<file path="config.mk">
export PLATFORM = sky130hd
export DESIGN_NAME = modbus_rtu_read_holding_master_flat
export DESIGN_NICKNAME = d
export VERILOG_FILES = /design/src/rtl/mbrh_pkg.sv /design/src/rtl/mbrh_if.sv /design/src/rtl/mbrh_ram.sv /design/src/rtl/mbrh_crc.sv /design/src/rtl/modbus_rtu_read_holding_master.sv /design/src/flat_wrapper.sv
export VERILOG_INCLUDE_DIRS = /design/src /design/src/rtl
export SDC_FILE = /design/constraint.sdc
export NUM_CORES = 1
export LEC_CHECK = 0
export BUFFER_PORTS_ARGS = -buffer_cell sky130_fd_sc_hd__buf_2
export CAP_MARGIN = 20
export CORE_ASPECT_RATIO = 1.4
export CORE_UTILIZATION = 33
export CTS_BUF_LIST = sky130_fd_sc_hd__clkbuf_8
export CTS_CLUSTER_SIZE = 16
export DETAILED_ROUTE_END_ITERATION = 6
export PLACE_DENSITY = 0.51
export REMOVE_ABC_BUFFERS = 1
export SETUP_SLACK_MARGIN = 0.05
export SLEW_MARGIN = 20
export SYNTH_ARGS = -nofsm -noshare
export SYNTH_HDL_FRONTEND = slang
export SYNTH_SLANG_ARGS = --single-unit
</file>
<file path="constraint.sdc">
create_clock -name clk -period 3.5 [get_ports clk]
set_input_delay 0.525 -clock clk [delete_from_list [all_inputs] [get_ports clk]]
set_output_delay 0.525 -clock clk [all_outputs]
set_load 0.03 [all_outputs]
</file>
<file path="src/rtl/assert_macros.svh">
// Assertion helpers shared by the RTL files.
`ifndef ASSERT_MACROS_SVH
`define ASSERT_MACROS_SVH

// Condition c must hold in the same cycle as a.
`define ASSERT_IMP(lbl, clk, rst_n, a, c) \
	lbl: assert property (@(posedge clk) disable iff (!(rst_n)) (a) |-> (c)) \
		else $error("assertion failed");

// Condition c must hold in the cycle after a.
`define ASSERT_NXT(lbl, clk, rst_n, a, c) \
	lbl: assert property (@(posedge clk) disable iff (!(rst_n)) (a) |=> (c)) \
		else $error("assertion failed");

`endif

</file>
<file path="src/rtl/mbrh_pkg.sv">
package mbrh_pkg;

	localparam int MAX_REGS_DEF = 32;

	localparam logic [15:0] CRC_INIT = 16'hFFFF;
	localparam logic [15:0] CRC_POLY = 16'hA001;
	localparam logic [7:0]  FUNC_READ_HOLDING = 8'h03;

	// Receive byte counter width; the counter wraps.
	localparam int CNT_W = 7;

	localparam int CFG_AW = 2;
	localparam int CFG_DW = 16;

	localparam logic [CFG_AW-1:0] CFG_SLAVE = 2'd0;
	localparam logic [CFG_AW-1:0] CFG_START = 2'd1;
	localparam logic [CFG_AW-1:0] CFG_COUNT = 2'd2;

	localparam logic [1:0] CMD_SEND    = 2'd0;
	localparam logic [1:0] CMD_BYTE    = 2'd1;
	localparam logic [1:0] CMD_TIMEOUT = 2'd2;

	localparam logic [1:0] KIND_TX  = 2'd0;
	localparam logic [1:0] KIND_REG = 2'd1;
	localparam logic [1:0] KIND_ERR = 2'd2;

	localparam logic [1:0] STAT_OK      = 2'd0;
	localparam logic [1:0] STAT_TIMEOUT = 2'd1;
	localparam logic [1:0] STAT_CRC     = 2'd2;
	localparam logic [1:0] STAT_INVALID = 2'd3;

	typedef enum logic [2:0] {
		S_IDLE,
		S_EXEC,
		S_ERR,
		S_TX,
		S_TXCRC,
		S_RXCRC,
		S_RD,
		S_EMIT
	} fsm_state_t;

	typedef struct packed {
		logic init;
		logic start;
	} crc_ctrl_t;

endpackage

</file>
<file path="src/rtl/mbrh_if.sv">
interface mbrh_in_if import mbrh_pkg::*; ();
	logic       valid;
	logic       ready;
	logic [1:0] command;
	logic [7:0] rx_byte;

	modport source (output valid, command, rx_byte, input ready);
	modport sink (input valid, command, rx_byte, output ready);
endinterface

interface mbrh_out_if import mbrh_pkg::*; ();
	logic        valid;
	logic        ready;
	logic [1:0]  kind;
	logic [7:0]  tx_byte;
	logic [4:0]  reg_index;
	logic [15:0] reg_value;
	logic [1:0]  status;
	logic        last;

	modport source (output valid, kind, tx_byte, reg_index, reg_value, status, last,
		input ready);
	modport sink (input valid, kind, tx_byte, reg_index, reg_value, status, last,
		output ready);
endinterface

interface mbrh_cfg_if import mbrh_pkg::*; ();
	logic              valid;
	logic              ready;
	logic [CFG_AW-1:0] addr;
	logic [CFG_DW-1:0] data;

	modport source (output valid, addr, data, input ready);
	modport sink (input valid, addr, data, output ready);
endinterface

</file>
<file path="src/rtl/mbrh_ram.sv">
module mbrh_ram #(
	parameter int WIDTH = 16,
	parameter int DEPTH = 32,
	localparam int AW = (DEPTH > 1) ? $clog2(DEPTH) : 1
) (
	input  logic                 clk,
	input  logic                 we,
	input  logic [AW-1:0]        waddr,
	input  logic [WIDTH-1:0]     wdata,
	input  logic                 re,
	input  logic [AW-1:0]        raddr,
	output logic [WIDTH-1:0]     rdata
);
	logic [WIDTH-1:0] mem [DEPTH];

	always_ff @(posedge clk) begin
		if (we) begin
			mem[waddr] <= wdata;
		end
		if (re) begin
			rdata <= mem[raddr];
		end
	end
endmodule

</file>
<file path="src/rtl/mbrh_crc.sv">
module mbrh_crc import mbrh_pkg::*; (
	input  logic        clk,
	input  logic        arst_n,
	input  crc_ctrl_t   ctrl,
	input  logic [7:0]  data_in,
	output logic [15:0] crc,
	output logic        busy
);
	logic [15:0] crc_q;
	logic [3:0]  cnt_q;

	assign crc  = crc_q;
	assign busy = (cnt_q != 4'd0);

	// One bit of the reflected CRC per cycle after the byte is folded in.
	always_ff @(posedge clk or negedge arst_n) begin
		if (!arst_n) begin
			crc_q <= CRC_INIT;
			cnt_q <= 4'd0;
		end else if (ctrl.init) begin
			crc_q <= CRC_INIT;
			cnt_q <= 4'd0;
		end else if (ctrl.start) begin
			crc_q <= crc_q ^ {8'h00, data_in};
			cnt_q <= 4'd8;
		end else if (busy) begin
			crc_q <= crc_q[0] ? ((crc_q >> 1) ^ CRC_POLY) : (crc_q >> 1);
			cnt_q <= cnt_q - 4'd1;
		end
	end

	`include "assert_macros.svh"

	`ASSERT_NXT(a_start_busy, clk, arst_n, ctrl.start, busy)
	`ASSERT_IMP(a_cnt_range, clk, arst_n, busy, cnt_q <= 4'd8)
	`ASSERT_IMP(a_ctrl_excl, clk, arst_n, ctrl.init, !ctrl.start)
endmodule

</file>
<file path="src/rtl/modbus_rtu_read_holding_master.sv">
// Channel  Dir  Payload                                         Transfer
// cfg      in   addr (config register), data                     valid & ready
// req      in   command, rx_byte                                valid & ready
// rsp      out  kind, tx_byte, reg_index, reg_value, status, last valid & ready
//
// Every item is accepted in S_IDLE and decoded in S_EXEC. A received body
// byte then runs the bit-serial CRC unit, waited out in S_RXCRC; a send
// runs it six times over its 8 transfers, each transfer held while rsp stalls.
// A good response gives one register per S_RD and S_EMIT pass, bounded by the RAM read.
// Reset is asynchronous; afterwards the block is idle with config at its defaults.
// A stalled rsp only holds the block when a new result is ready to be loaded.
module modbus_rtu_read_holding_master import mbrh_pkg::*; #(
	parameter int MAX_REGS = MAX_REGS_DEF
) (
	input logic          clk,
	input logic          arst_n,
	mbrh_cfg_if.sink     cfg,
	mbrh_in_if.sink      req,
	mbrh_out_if.source   rsp
);
	localparam int AW = (MAX_REGS > 1) ? $clog2(MAX_REGS) : 1;

	fsm_state_t state_q, state_d;

	logic [7:0]  slave_q;
	logic [15:0] start_q;
	logic [5:0]  count_q;

	logic [1:0]  cmd_q;
	logic [7:0]  byte_q;
	logic        phase_q;
	logic [CNT_W-1:0] cnt_q;
	logic [7:0]  crc_lo_q;
	logic        hdr_ok_q;
	logic [7:0]  hold_q;
	logic [7:0]  held_addr_q;
	logic [5:0]  held_cnt_q;
	logic [2:0]  tx_i_q;
	logic [CNT_W-1:0] rd_k_q;
	logic [1:0]  err_q;

	logic        out_valid_q;
	logic [1:0]  kind_q;
	logic [7:0]  tx_byte_q;
	logic [4:0]  reg_index_q;
	logic [15:0] reg_value_q;
	logic [1:0]  status_q;
	logic        last_q;

	crc_ctrl_t   crc_ctrl;
	logic [7:0]  crc_din;
	logic [15:0] crc_val;
	logic        crc_busy;

	logic        ram_we, ram_re;
	logic [AW-1:0] ram_waddr, ram_raddr;
	logic [15:0] ram_rdata;

	logic        out_free, out_load;
	logic [1:0]  kind_d, status_d;
	logic [7:0]  tx_byte_d;
	logic [4:0]  reg_index_d;
	logic [15:0] reg_value_d;
	logic        last_d;

	logic [7:0]  exp_len;
	logic [7:0]  cnt_plus2;
	logic        count_bad, rx_body, rx_crc_lo, rx_final, crc_bad;
	logic [CNT_W-1:0] off;
	logic [CNT_W-1:0] idx;
	logic [7:0]  tx_sel;
	logic        rd_last;

	assign cfg.ready = 1'b1;
	assign req.ready = (state_q == S_IDLE);

	assign rsp.valid     = out_valid_q;
	assign rsp.kind      = kind_q;
	assign rsp.tx_byte   = tx_byte_q;
	assign rsp.reg_index = reg_index_q;
	assign rsp.reg_value = reg_value_q;
	assign rsp.status    = status_q;
	assign rsp.last      = last_q;

	assign out_free = !out_valid_q || rsp.ready;

	// Response frame: address, function, byte count, 2*n data, CRC low, CRC high.
	assign exp_len   = 8'd5 + {1'b0, held_cnt_q, 1'b0};
	assign cnt_plus2 = {1'b0, cnt_q} + 8'd2;
	assign count_bad = (count_q == 6'd0) || ({1'b0, count_q} > 7'(MAX_REGS));
	assign rx_body   = phase_q && (cmd_q == CMD_BYTE) && (cnt_plus2 < exp_len);
	assign rx_crc_lo = phase_q && (cmd_q == CMD_BYTE) && (cnt_plus2 == exp_len);
	assign rx_final  = phase_q && (cmd_q == CMD_BYTE) && (cnt_plus2 > exp_len);
	assign crc_bad   = ({byte_q, crc_lo_q} != crc_val);
	assign off       = cnt_q - CNT_W'(3);
	assign idx       = {1'b0, off[CNT_W-1:1]};
	assign rd_last   = (rd_k_q == (CNT_W'(held_cnt_q) - CNT_W'(1)));

	always_comb begin
		case (tx_i_q)
			3'd0:    tx_sel = slave_q;
			3'd1:    tx_sel = FUNC_READ_HOLDING;
			3'd2:    tx_sel = start_q[15:8];
			3'd3:    tx_sel = start_q[7:0];
			3'd4:    tx_sel = 8'h00;
			3'd5:    tx_sel = {2'b00, count_q};
			3'd6:    tx_sel = crc_val[7:0];
			default: tx_sel = crc_val[15:8];
		endcase
	end

	// Next state.
	always_comb begin
		state_d = state_q;
		case (state_q)
			S_IDLE: begin
				if (req.valid) begin
					state_d = S_EXEC;
				end
			end
			S_EXEC: begin
				if (cmd_q == CMD_SEND) begin
					state_d = count_bad ? S_ERR : S_TX;
				end else if (cmd_q == CMD_TIMEOUT && phase_q) begin
					state_d = S_ERR;
				end else if (rx_body) begin
					state_d = S_RXCRC;
				end else if (rx_final) begin
					state_d = (crc_bad || !hdr_ok_q) ? S_ERR : S_RD;
				end else begin
					state_d = S_IDLE;
				end
			end
			S_ERR: begin
				if (out_free) begin
					state_d = S_IDLE;
				end
			end
			S_TX: begin
				if (out_free) begin
					if (tx_i_q < 3'd6) begin
						state_d = S_TXCRC;
					end else if (tx_i_q == 3'd7) begin
						state_d = S_IDLE;
					end
				end
			end
			S_TXCRC: begin
				if (!crc_busy) begin
					state_d = S_TX;
				end
			end
			S_RXCRC: begin
				if (!crc_busy) begin
					state_d = S_IDLE;
				end
			end
			S_RD: begin
				state_d = S_EMIT;
			end
			S_EMIT: begin
				if (out_free) begin
					state_d = rd_last ? S_IDLE : S_RD;
				end
			end
			default: state_d = S_IDLE;
		endcase
	end

	// Strobes and result payload.
	always_comb begin
		crc_ctrl    = '0;
		crc_din     = byte_q;
		ram_we      = 1'b0;
		ram_waddr   = idx[AW-1:0];
		ram_re      = 1'b0;
		ram_raddr   = rd_k_q[AW-1:0];
		out_load    = 1'b0;
		kind_d      = KIND_TX;
		tx_byte_d   = 8'h00;
		reg_index_d = 5'd0;
		reg_value_d = 16'h0000;
		status_d    = STAT_OK;
		last_d      = 1'b0;
		case (state_q)
			S_EXEC: begin
				if (cmd_q == CMD_SEND || (cmd_q == CMD_TIMEOUT && phase_q) || rx_final) begin
					crc_ctrl.init = 1'b1;
				end else if (rx_body) begin
					crc_ctrl.start = 1'b1;
					ram_we = (cnt_q >= CNT_W'(3)) && !cnt_q[0];
				end
			end
			S_ERR: begin
				out_load = out_free;
				kind_d   = KIND_ERR;
				status_d = err_q;
				last_d   = 1'b1;
			end
			S_TX: begin
				out_load  = out_free;
				tx_byte_d = tx_sel;
				last_d    = (tx_i_q == 3'd7);
				crc_din   = tx_sel;
				if (out_free) begin
					crc_ctrl.start = (tx_i_q < 3'd6);
					crc_ctrl.init  = (tx_i_q == 3'd7);
				end
			end
			S_RD: begin
				ram_re = 1'b1;
			end
			S_EMIT: begin
				out_load    = out_free;
				kind_d      = KIND_REG;
				reg_index_d = rd_k_q[4:0];
				reg_value_d = ram_rdata;
				last_d      = rd_last;
			end
			default: begin
			end
		endcase
	end

	always_ff @(posedge clk or negedge arst_n) begin
		if (!arst_n) begin
			state_q     <= S_IDLE;
			slave_q     <= 8'd1;
			start_q     <= 16'd0;
			count_q     <= 6'd1;
			phase_q     <= 1'b0;
			cnt_q       <= '0;
			crc_lo_q    <= 8'd0;
			hdr_ok_q    <= 1'b1;
			hold_q      <= 8'd0;
			tx_i_q      <= 3'd0;
			rd_k_q      <= '0;
			err_q       <= STAT_OK;
			out_valid_q <= 1'b0;
		end else begin
			state_q <= state_d;

			if (cfg.valid) begin
				case (cfg.addr)
					CFG_SLAVE: slave_q <= cfg.data[7:0];
					CFG_START: start_q <= cfg.data;
					CFG_COUNT: count_q <= cfg.data[5:0];
					default: begin
					end
				endcase
			end

			if (out_load) begin
				out_valid_q <= 1'b1;
			end else if (rsp.ready) begin
				out_valid_q <= 1'b0;
			end

			case (state_q)
				S_EXEC: begin
					if (cmd_q == CMD_SEND || (cmd_q == CMD_TIMEOUT && phase_q) || rx_final) begin
						phase_q  <= 1'b0;
						cnt_q    <= '0;
						crc_lo_q <= 8'd0;
						hdr_ok_q <= 1'b1;
						hold_q   <= 8'd0;
						tx_i_q   <= 3'd0;
						rd_k_q   <= '0;
					end
					if (cmd_q == CMD_SEND) begin
						err_q <= STAT_INVALID;
					end else if (cmd_q == CMD_TIMEOUT) begin
						err_q <= STAT_TIMEOUT;
					end else if (rx_final) begin
						err_q <= crc_bad ? STAT_CRC : STAT_INVALID;
					end
					if (rx_body) begin
						cnt_q <= cnt_q + CNT_W'(1);
						if ((cnt_q == CNT_W'(0) && byte_q != held_addr_q) ||
							(cnt_q == CNT_W'(1) && byte_q != FUNC_READ_HOLDING) ||
							(cnt_q == CNT_W'(2) && byte_q != {1'b0, held_cnt_q, 1'b0})) begin
							hdr_ok_q <= 1'b0;
						end
						if (cnt_q >= CNT_W'(3) && cnt_q[0]) begin
							hold_q <= byte_q;
						end
					end
					if (rx_crc_lo) begin
						crc_lo_q <= byte_q;
						cnt_q    <= cnt_q + CNT_W'(1);
					end
				end
				S_TX: begin
					if (out_free) begin
						tx_i_q <= tx_i_q + 3'd1;
						if (tx_i_q == 3'd7) begin
							phase_q <= 1'b1;
						end
					end
				end
				S_EMIT: begin
					if (out_free) begin
						rd_k_q <= rd_k_q + CNT_W'(1);
					end
				end
				default: begin
				end
			endcase
		end
	end

	// Items, request fields and result payload carry no reset.
	always_ff @(posedge clk) begin
		if (req.valid && req.ready) begin
			cmd_q  <= req.command;
			byte_q <= req.rx_byte;
		end
		if (state_q == S_EXEC && cmd_q == CMD_SEND) begin
			held_addr_q <= slave_q;
			held_cnt_q  <= count_q;
		end
		if (out_load) begin
			kind_q      <= kind_d;
			tx_byte_q   <= tx_byte_d;
			reg_index_q <= reg_index_d;
			reg_value_q <= reg_value_d;
			status_q    <= status_d;
			last_q      <= last_d;
		end
	end

	mbrh_crc u_crc (
		.clk     (clk),
		.arst_n  (arst_n),
		.ctrl    (crc_ctrl),
		.data_in (crc_din),
		.crc     (crc_val),
		.busy    (crc_busy)
	);

	mbrh_ram #(
		.WIDTH (16),
		.DEPTH (MAX_REGS)
	) u_store (
		.clk   (clk),
		.we    (ram_we),
		.waddr (ram_waddr),
		.wdata ({hold_q, byte_q}),
		.re    (ram_re),
		.raddr (ram_raddr),
		.rdata (ram_rdata)
	);

	`include "assert_macros.svh"

	`ASSERT_IMP(a_store_in_rx, clk, arst_n, ram_we, phase_q && (state_q == S_EXEC))
	`ASSERT_IMP(a_crc_idle_on_start, clk, arst_n, crc_ctrl.start, !crc_busy)
	`ASSERT_IMP(a_read_in_range, clk, arst_n, state_q == S_EMIT, rd_k_q < CNT_W'(held_cnt_q))
endmodule
</file>
<file path="src/flat_wrapper.sv">
// flat-port wrapper written by rule: the top's interface ports become plain ports
module modbus_rtu_read_holding_master_flat import mbrh_pkg::*;
#(
	parameter int MAX_REGS = MAX_REGS_DEF
)
  (clk, arst_n, cfg_valid, cfg_addr, cfg_data, cfg_ready, req_valid, req_command, req_rx_byte, req_ready, rsp_valid, rsp_kind, rsp_tx_byte, rsp_reg_index, rsp_reg_value, rsp_status, rsp_last, rsp_ready);
  mbrh_cfg_if cfg_i ();
  mbrh_in_if req_i ();
  mbrh_out_if rsp_i ();
  input logic clk;
  input logic arst_n;
  input wire logic [$bits(cfg_i.valid)-1:0] cfg_valid;
  input wire logic [$bits(cfg_i.addr)-1:0] cfg_addr;
  input wire logic [$bits(cfg_i.data)-1:0] cfg_data;
  output wire logic [$bits(cfg_i.ready)-1:0] cfg_ready;
  input wire logic [$bits(req_i.valid)-1:0] req_valid;
  input wire logic [$bits(req_i.command)-1:0] req_command;
  input wire logic [$bits(req_i.rx_byte)-1:0] req_rx_byte;
  output wire logic [$bits(req_i.ready)-1:0] req_ready;
  output wire logic [$bits(rsp_i.valid)-1:0] rsp_valid;
  output wire logic [$bits(rsp_i.kind)-1:0] rsp_kind;
  output wire logic [$bits(rsp_i.tx_byte)-1:0] rsp_tx_byte;
  output wire logic [$bits(rsp_i.reg_index)-1:0] rsp_reg_index;
  output wire logic [$bits(rsp_i.reg_value)-1:0] rsp_reg_value;
  output wire logic [$bits(rsp_i.status)-1:0] rsp_status;
  output wire logic [$bits(rsp_i.last)-1:0] rsp_last;
  input wire logic [$bits(rsp_i.ready)-1:0] rsp_ready;
  assign cfg_i.valid = cfg_valid;
  assign cfg_i.addr = cfg_addr;
  assign cfg_i.data = cfg_data;
  assign cfg_ready = cfg_i.ready;
  assign req_i.valid = req_valid;
  assign req_i.command = req_command;
  assign req_i.rx_byte = req_rx_byte;
  assign req_ready = req_i.ready;
  assign rsp_valid = rsp_i.valid;
  assign rsp_kind = rsp_i.kind;
  assign rsp_tx_byte = rsp_i.tx_byte;
  assign rsp_reg_index = rsp_i.reg_index;
  assign rsp_reg_value = rsp_i.reg_value;
  assign rsp_status = rsp_i.status;
  assign rsp_last = rsp_i.last;
  assign rsp_i.ready = rsp_ready;
  modbus_rtu_read_holding_master #(.MAX_REGS(MAX_REGS)) u_core (.clk(clk), .arst_n(arst_n), .cfg(cfg_i), .req(req_i), .rsp(rsp_i));
endmodule
</file>
==> results of run 1 <==
==> per-layer routing <==
metal	global-route usage, %	share of wire (%)	vias up
li1	-	-	6492
met1	20.26	40	7666
met2	28.59	52	386
met3	2.305	3.8	136
met4	8.026	4.2	0
met5	0	0	-
==> cells by family after synthesis <==
family	Yosys count	synth area share [%]
adders and majority gates	26	1.167
and+or+nand+nor	293	5.275
DFF	677	71.39
muxes	208	14.87
other	1	0.01346
buffers and inverters	102	1.621
AOI/OAI and AO/OA	150	3.838
xor gates and xnor gates	58	1.823
==> final timing paths <==
path	end	slack, ns	depth (start not counted)
setup / recovery	u_core.u_store.mem[16][9]$_DFFE_PP_	0.30	10
hold / removal	u_core.count_q[5]$_DFFE_PN0P_	0.09	2
setup reg to reg	u_core.u_store.mem[16][9]$_DFFE_PP_	0.30	10
hold reg to reg	u_core.held_addr_q[3]$_DFFE_PP_	0.48	0
max in group asynchronous	u_core.slave_q[0]$_DFFE_PN1P_	2.34	3
min in group asynchronous	u_core.crc_lo_q[7]$_DFFE_PN0P_	0.44	2
==> area by class of cell <==
| type | count | share of cell area (%) |
|---|---|---|
| sequential | 677 | 61.38 |
| multi-input combinational | 736 | 23.40 |
| timing repair buffer | 184 | 4.945 |
| clock buffer | 106 | 4.498 |
| tap | 1079 | 4.162 |
| clock inverter | 82 | 1.404 |
| inverter | 17 | 0.1967 |
| antenna | 2 | 0.01543 |
==> cells in the final DEF (no fill, tap or decap), types with 20 or more instances in the layout <==
| cell type | synthesis | routed |
|---|---|---|
| a21oi_1 | 26 | 26 |
| buf_4 | 9 | 69 |
| buf_12 | 0 | 27 |
| o21ai_0 | 41 | 41 |
| ha_1 | 26 | 26 |
| mux4_2 | 160 | 160 |
| nor2_2 | 0 | 20 |
| mux2_2 | 48 | 48 |
| inv_1 | 17 | 53 |
| edfxtp_1 | 586 | 586 |
| xor2_1 | 39 | 39 |
| and2_1 | 26 | 26 |
| nor2_1 | 64 | 43 |
| clkinv_1 | 0 | 23 |
| nand2_1 | 75 | 75 |
| dlygate4sd3_1 | 0 | 21 |
| nand3_1 | 24 | 24 |
| dfrtp_1 | 72 | 66 |
| clkbuf_8 | 0 | 106 |
| buf_2 | 15 | 67 |
==> Yosys cell counts (all sizes together), types with 13 or more instances <==
| master | number |
|---|---|
| o22ai | 13 |
| xor2 | 39 |
| xnor2 | 19 |
| mux2 | 48 |
| a21oi | 27 |
| ha | 26 |
| clkbuf | 45 |
| dfrtp | 72 |
| nor2 | 64 |
| inv | 17 |
| nor2b | 15 |
| nand3 | 24 |
| and2 | 26 |
| mux4 | 160 |
| dfstp | 19 |
| o21ai | 42 |
| nor3 | 20 |
| edfxtp | 586 |
| buf | 40 |
| nand2 | 76 |
==> per-stage QoR <==
| step | hold WS (ns) | worst slack [ns] |
|---|---|---|
| 2_1_floorplan | 0.2294 | -3.155 |
| 6_report | 0.08994 | 0.2961 |
| 3_3_place_gp | 0.4659 | 0.4150 |
| 4_1_cts | 0.0001511 | 0.3102 |
| 3_5_place_dp | 0.4652 | 0.3580 |
| 5_1_grt | 0.05569 | 0.1228 |
==> power groups by stage <==
stage	registers [µW]	clock network (µW)	logic, µW
5_1_grt	9980	6700	3550
4_1_cts	9940	6390	3330
3_5_place_dp	10100	0	3300
2_1_floorplan	10300	0	1740
3_3_place_gp	10100	0	3260
6_report	9930	6180	3270
==> registers in the layout, indices dropped and copies added (netlist names), 16 cells and up <==
signal,cells
u_core.u_store.rdata,16
u_core.u_crc.crc,16
u_core.start_q,16
u_core.rsp.reg_value,16
u_core.u_store.mem,512
==> results.tsv, run 1 <==
stage	metric	value	unit
place	DP Cell Count	2672	
logic_synthesis	Cells after Synth	1515	
clock_tree	post-cts resize count	0	
route	Pre-antenna DRT Iters	7	
final_layout	Core Util, Final	38.91	%
setup_path	crit-path max cell delay	0.47	ns
run	Max Cap Viol	0	
global_routing	GR Overflow Total	0	
final_layout	Area Growth Syn to Fin	16.39	%
setup_path	critical path cell sequence	ha_1, nand3_1, xnor2_1, ha_1, a21oi_1, o2111a_1, and3_1, nand3_1, nor2_2, buf_4	
route	WL per Instance	24.09	µm
logic_synthesis	Post-synth ARST share	13.44	%
setup_path	crit path capture type	flip-flop	
global_routing	Total GRT Usage	16.59	%
final_layout	Register Area	0.01991	mm²
floorplan	# rows	125	
final_layout	Finished Cell Area	0.03244	mm²
clock_tree	Worst-path clk slew	0.06	ns
run_status	status	complete, but fails checks	
logic_synthesis	Top FF cell, synth	edfxtp_1	
sta	Peak Freq	312.1	MHz
sta	Tcrit/Tclk final	91.54	%
clock_tree	Clk Latency, worst-skew pair	0.71	ns
power	internal power	13830	µW
power	Pwr Total	19390	µW
sta	Fin Setup TNS	0	ns
power	Sw Ratio	28.67	%
clock_tree	setup bufs post-CTS	0	
hold_path	HP Class	input pin to flip-flop	
clock_tree	CTS tree	yes	
route	First DRT Iteration DRCs	888	
route	via count	14680	
power	pwr dens	597.8	mW/mm²
route	drt drc	10	
setup_path	FF-to-FF Start	u_core.cnt_q[1]$_DFFE_PN0P_	
sta	RSZ-0062 raised after global routing	false	
global_routing	first-pass GRT wire length	103600	µm
clock_tree	hold_buf cts	21	
power	Clk pwr share	31.9	%
floorplan	die height	345.9	µm
clock_tree	total clock buffers created by CTS	105	
sta	Hold Fails Final Rpt	0	
logic_synthesis	Yosys top cell by area	edfxtp_1	
place	Final GP Congestion	0.8166	
global_routing	largest net degree at the start of global routing	55	
floorplan	die area	0.08564	mm²
logic_synthesis	syn_area_per_cell	18.40	µm²
logic_synthesis	Post-Syn Area	0.02787	mm²
clock_tree	Clock Tree Buf Depth	3	
sta	Pins Over Slew Limit	0	
final_layout	share of cells above drive strength 1	31.35	%
run_status	failing checks	design-rule violations	
setup_path	Slowest-stage cell, CP	dfrtp_1	
place	port buffer count	68	
final_layout	Layout fillers	7608	
floorplan	Ports	70	
logic_synthesis	top cell type's share of synthesized area	63.14	%
setup_path	Worst EP arrival	3.57	ns
place	dpl cell area	0.03031	mm²
floorplan	Starting Density	33.43	%
sta	slew at the pin with the worst max-slew slack	0.9888	ns
final_layout	Multi-input gate area	0.007590	mm²
power	combinational share of power	16.9	%
global_routing	vias in the first global route	15580	
sta	endpoints failing setup	0	
setup_path	Crit Path Category	flip-flop to flip-flop	
global_routing	initial antenna violation count	2	
power	worst IR drop on VDD	0.3409	mV
place	detailed placer's ending HPWL	46130	µm
setup_path	Worst Setup Start Kind	flip-flop	
hold_path	worst hold start	cfg_data[5]	
clock_tree	Root Buffer Master	clkbuf_8	
logic_synthesis	Seq cells post-synth	677	
setup_path	CP top delay family	simple AND/OR/NAND/NOR gates	
route	Post-DRT Antenna Nets	0	
clock_tree	H-tree levels	3	
power	leak pwr	0.01151	µW
logic_synthesis	Yosys warning count	0	
floorplan	Die W	247.6	µm
sta	Layout Skew	0.04410	ns
route	final wirelength	69440	µm
sta	slew margin rel.	34.08	%
floorplan	Core ar.	0.08336	mm²
logic_synthesis	Yosys cell types	79	
final_layout	Post-Layout Cell Count	2883	
setup_path	CP Buf/Inv Count	1	
setup_path	crit-path max FO	16	
setup_path	required time of the critical path	3.87	ns
sta	min cycle time layout	3.204	ns
logic_synthesis	ranking of synthesized cells by area	edfxtp_1 (63%), mux4_2 (13%), dfrtp_1 (6.5%)	
logic_synthesis	number of synthesized flops with an enable pin	586	
logic_synthesis	sequential cell area fraction in the yosys report	71.39	%
power	sequential share of power	51.2	%
power	NetSw	5560	µW
route	Via density	5.092	
setup_path	crit path from	u_core.cnt_q[1]$_DFFE_PN0P_	
clock_tree	Sink Count	677	
final_layout	Nets	1780	
Note: power is estimated with default switching activity, not from simulation.
==> inputs of run 2 (changes only) <==
--- a/config.mk
+++ b/config.mk
@@ -6,6 +6,7 @@
 export SDC_FILE = /design/constraint.sdc
 export NUM_CORES = 1
 export LEC_CHECK = 0
+export ABC_AREA = 1
 export BUFFER_PORTS_ARGS = -buffer_cell sky130_fd_sc_hd__buf_2
 export CAP_MARGIN = 20
 export CORE_ASPECT_RATIO = 1.4
==> run 2 against run 1 <==
Against the previous run: the flow now finishes without violations; fmax is 5.3% higher; setup slack better by 0.16 ns; core utilization is 0.44 points lower; routed wire length is 31% higher; clock-buffer cell count is 9 higher; final cell count is 38% higher; design area is 3.1% higher; register-to-register slack better by 0.16 ns; critical path type unchanged.
==> results.tsv, run 2 <==
stage	metric	value	unit
logic_synthesis	count leader, synth	edfxtp_1	
logic_synthesis	leading cell types by count after synthesis	edfxtp_1 (586), nor2_1 (428), nand2_1 (325)	
logic_synthesis	sequential cell area fraction in the yosys report	68.67	%
setup_path	FF-to-FF Start	u_core.cnt_q[1]$_DFFE_PN0P_	
setup_path	Worst Setup Start Kind	flip-flop	
clock_tree	H-tree levels	3	
global_routing	largest net degree at the start of global routing	132	
setup_path	R2R Setup Slk	0.46	ns
route	via count	20330	
clock_tree	total clock buffers created by CTS	107	
clock_tree	post-cts resize count	0	
clock_tree	Clk Latency, worst-skew pair	0.75	ns
run_status	status	finished clean	
final_layout	Nets	2760	
setup_path	worst r2r dst	u_core.u_store.mem[0][10]$_DFFE_PP_	
place	Final GP Congestion	0.9317	
route	Post-DRT Antenna Nets	0	
final_layout	leading cell type in the layout, fill and taps excluded	edfxtp_1	
route	drt drc	0	
logic_synthesis	top cell type's share of synthesized area	60.73	%
setup_path	required time of the critical path	3.92	ns
global_routing	vias in the first global route	20620	
logic_synthesis	Yosys cell types	49	
hold_path	number of cells on the worst hold path	3	
final_layout	Post-Layout Cell Count	3966	
power	worst IR drop on VDD	0.3189	mV
route	First DRT Iteration DRCs	1797	
place	DP Cell Count	3740	
sta	endpoints failing setup	0	
clock_tree	Worst-path clk slew	0.07	ns
logic_synthesis	ranking of synthesized cells by area	edfxtp_1 (61%), dfrtp_1 (6.2%), o21ai_0 (5.6%)	
floorplan	die area	0.08901	mm²
final_layout	commonest cells after routing, fill and taps aside	edfxtp_1 (586), nor2_1 (425), nand2_1 (325)	
floorplan	# rows	128	
sta	slew at the pin with the worst max-slew slack	1.068	ns
clock_tree	Sink Count	677	
logic_synthesis	Post-Syn Area	0.02898	mm²
final_layout	Largest register FFs	512	
place	detailed placer's ending HPWL	58960	µm
floorplan	die height	352.6	µm
global_routing	GR Overflow Total	0	
logic_synthesis	Top FF cell, synth	edfxtp_1	
final_layout	Layout fillers	8458	
logic_synthesis	Yosys top cell by area	edfxtp_1	
logic_synthesis	number of synthesized flops with an enable pin	586	
sta	Peak Freq	328.6	MHz
sta	Pins Over Slew Limit	0	
route	final wirelength	91090	µm
setup_path	Worst EP arrival	3.46	ns
floorplan	Die W	252.4	µm
sta	Min Hold Slack	0.08097	ns
final_layout	share of cells above drive strength 1	14.06	%
setup_path	reg2reg path depth	13	
run	Max Cap Viol	0	
logic_synthesis	Cells after Synth	2553	
setup_path	crit-path max FO	16	
logic_synthesis	Seq cells post-synth	677	
route	WL per Instance	22.97	µm
logic_synthesis	syn_area_per_cell	11.35	µm²
power	pwr dens	625.9	mW/mm²
route	Pre-antenna DRT Iters	6	
place	port buffer count	68	
setup_path	Crit Path Category	flip-flop to flip-flop	
route	Via density	5.127	
hold_path	HP Class	input pin to flip-flop	
hold_path	Hold Crit Endpoint	u_core.start_q[2]$_DFFE_PN0P_	
sta	Tcrit/Tclk final	86.96	%
global_routing	Total GRT Usage	20.34	%
global_routing	initial antenna violation count	3	
sta	Layout Skew	0.03165	ns
clock_tree	CTS tree	yes	
global_routing	first-pass GRT wire length	132400	µm
clock_tree	Clock Tree Buf Depth	3	
logic_synthesis	Post-synth ARST share	13.44	%
power	leak pwr	0.01251	µW
sta	Hold Fails Final Rpt	0	
floorplan	Ports	70	
final_layout	Area Growth Syn to Fin	15.45	%
setup_path	crit path capture type	flip-flop	
sta	slew margin rel.	28.81	%
floorplan	Core ar.	0.08696	mm²
sta	min cycle time layout	3.044	ns
hold_path	worst hold start	cfg_data[2]	
sta	RSZ-0062 raised after global routing	false	
logic_synthesis	Yosys warning count	0	
clock_tree	Root Buffer Master	clkbuf_8	
final_layout	Reg with most FFs	u_core.u_store.mem	
floorplan	Starting Density	33.32	%
[run 2: cell count changes after synthesis, moves of 26 or more]
cell,previous run,this run
nand4_1,6,37
o22ai_1,12,69
o211ai_1,2,55
inv_1,17,159
mux4_2,160,0
mux2_2,48,7
nand3_1,24,130
clkbuf_1,44,76
and2_1,26,0
nand2_1,75,325
buf_2,15,44
o21ai_0,41,324
nor2_1,64,428
[run 2: worst max-delay path, cell delays in order (launching register included)]
cell	delay, ns
dfrtp_1	0.47
ha_1	0.25
nand3_1	0.09
xor2_1	0.21
ha_1	0.28
nand2_1	0.07
nand2_1	0.06
a21oi_2	0.21
nand4_4	0.14
nor3_4	0.18
buf_12	0.19
nand3_2	0.13
nor2_1	0.15
buf_4	0.27
[run 2: cell type report]
cell class | count | area [µm²] | area share [%]
diodes | 1 | 2.502 | 0.007480
clock inverters | 88 | 609.3 | 1.821
flip-flops and latches | 677 | 19920 | 59.54
repair buffers | 182 | 1416 | 4.234
multi-input cells | 1565 | 7826 | 23.39
well taps | 1170 | 1464 | 4.376
inverters | 168 | 635.6 | 1.900
clock buffers | 115 | 1583 | 4.731
[run 2: logic make-up after synthesis]
logic type / share of synthesized area, %
XOR/XNOR: 1.300
multiplexers: 0.2721
AND/OR/NAND/NOR: 14.24
adder cells (fa/ha/maj): 1.123
other: 0.01294
buffers and inverters: 4.361
AO/OA/AOI/OAI: 10.02
flip-flops: 68.67
[run 2: repair_timing]
| item | 4_1_cts | 5_1_grt |
|---|---|---|
| endpoints found under the hold margin | 53 | 0 |
| hold buffers | 22 | 0 |
| buffers inserted | 0 | 0 |
[run 2: per-stage QoR]
step | worst slack, ns | setup TNS (ns) | util [%] | cell area (µm²) | power (µW)
2_1_floorplan | -4.518 | -103.35 | - | 28340 | 12400
3_3_place_gp | 0.5290 | 0 | 35.69 | 31040 | 14070
3_5_place_dp | 0.4934 | 0 | 35.69 | 31040 | 14110
4_1_cts | 0.4718 | 0 | 38.47 | 33450 | 21110
5_1_grt | 0.2058 | 0 | 38.47 | 33450 | 21860
6_report | 0.4564 | 0 | 38.47 | 33450 | 20940
[run 2: worst max path at each step]
| stage | startpoint | depth (start not counted) | endpoint |
|---|---|---|---|
| floorplan | u_core.rd_k_q[0]$_DFFE_PN0P_ | 7 | u_core.u_store.rdata[10]$_DFFE_PP_ |
| global placement | u_core.cnt_q[1]$_DFFE_PN0P_ | 13 | u_core.u_store.mem[0][10]$_DFFE_PP_ |
| detailed placement | u_core.cnt_q[1]$_DFFE_PN0P_ | 13 | u_core.u_store.mem[0][15]$_DFFE_PP_ |
| CTS | u_core.cnt_q[1]$_DFFE_PN0P_ | 13 | u_core.u_store.mem[2][11]$_DFFE_PP_ |
| global route | u_core.cnt_q[2]$_DFFE_PN0P_ | 14 | u_core.u_crc.cnt_q[3]$_DFFE_PN0P_ |
| finish | u_core.cnt_q[1]$_DFFE_PN0P_ | 13 | u_core.u_store.mem[0][10]$_DFFE_PP_ |
[run 2: report_power, final]
part           switching, µW  internal, µW
Combinational           3000          1130
Sequential               458          9390
Clock                   3250          3710
Total                   6710         14200
[run 2: metal layers]
metal | track usage [%] | vias up | wire length [µm]
met1 | 23.72 | 10070 | 34980
li1 | - | 9303 | -
met2 | 35.81 | 785 | 46540
met3 | 2.539 | 176 | 4725
met4 | 11.43 | 0 | 4838
met5 | 0 | - | 0
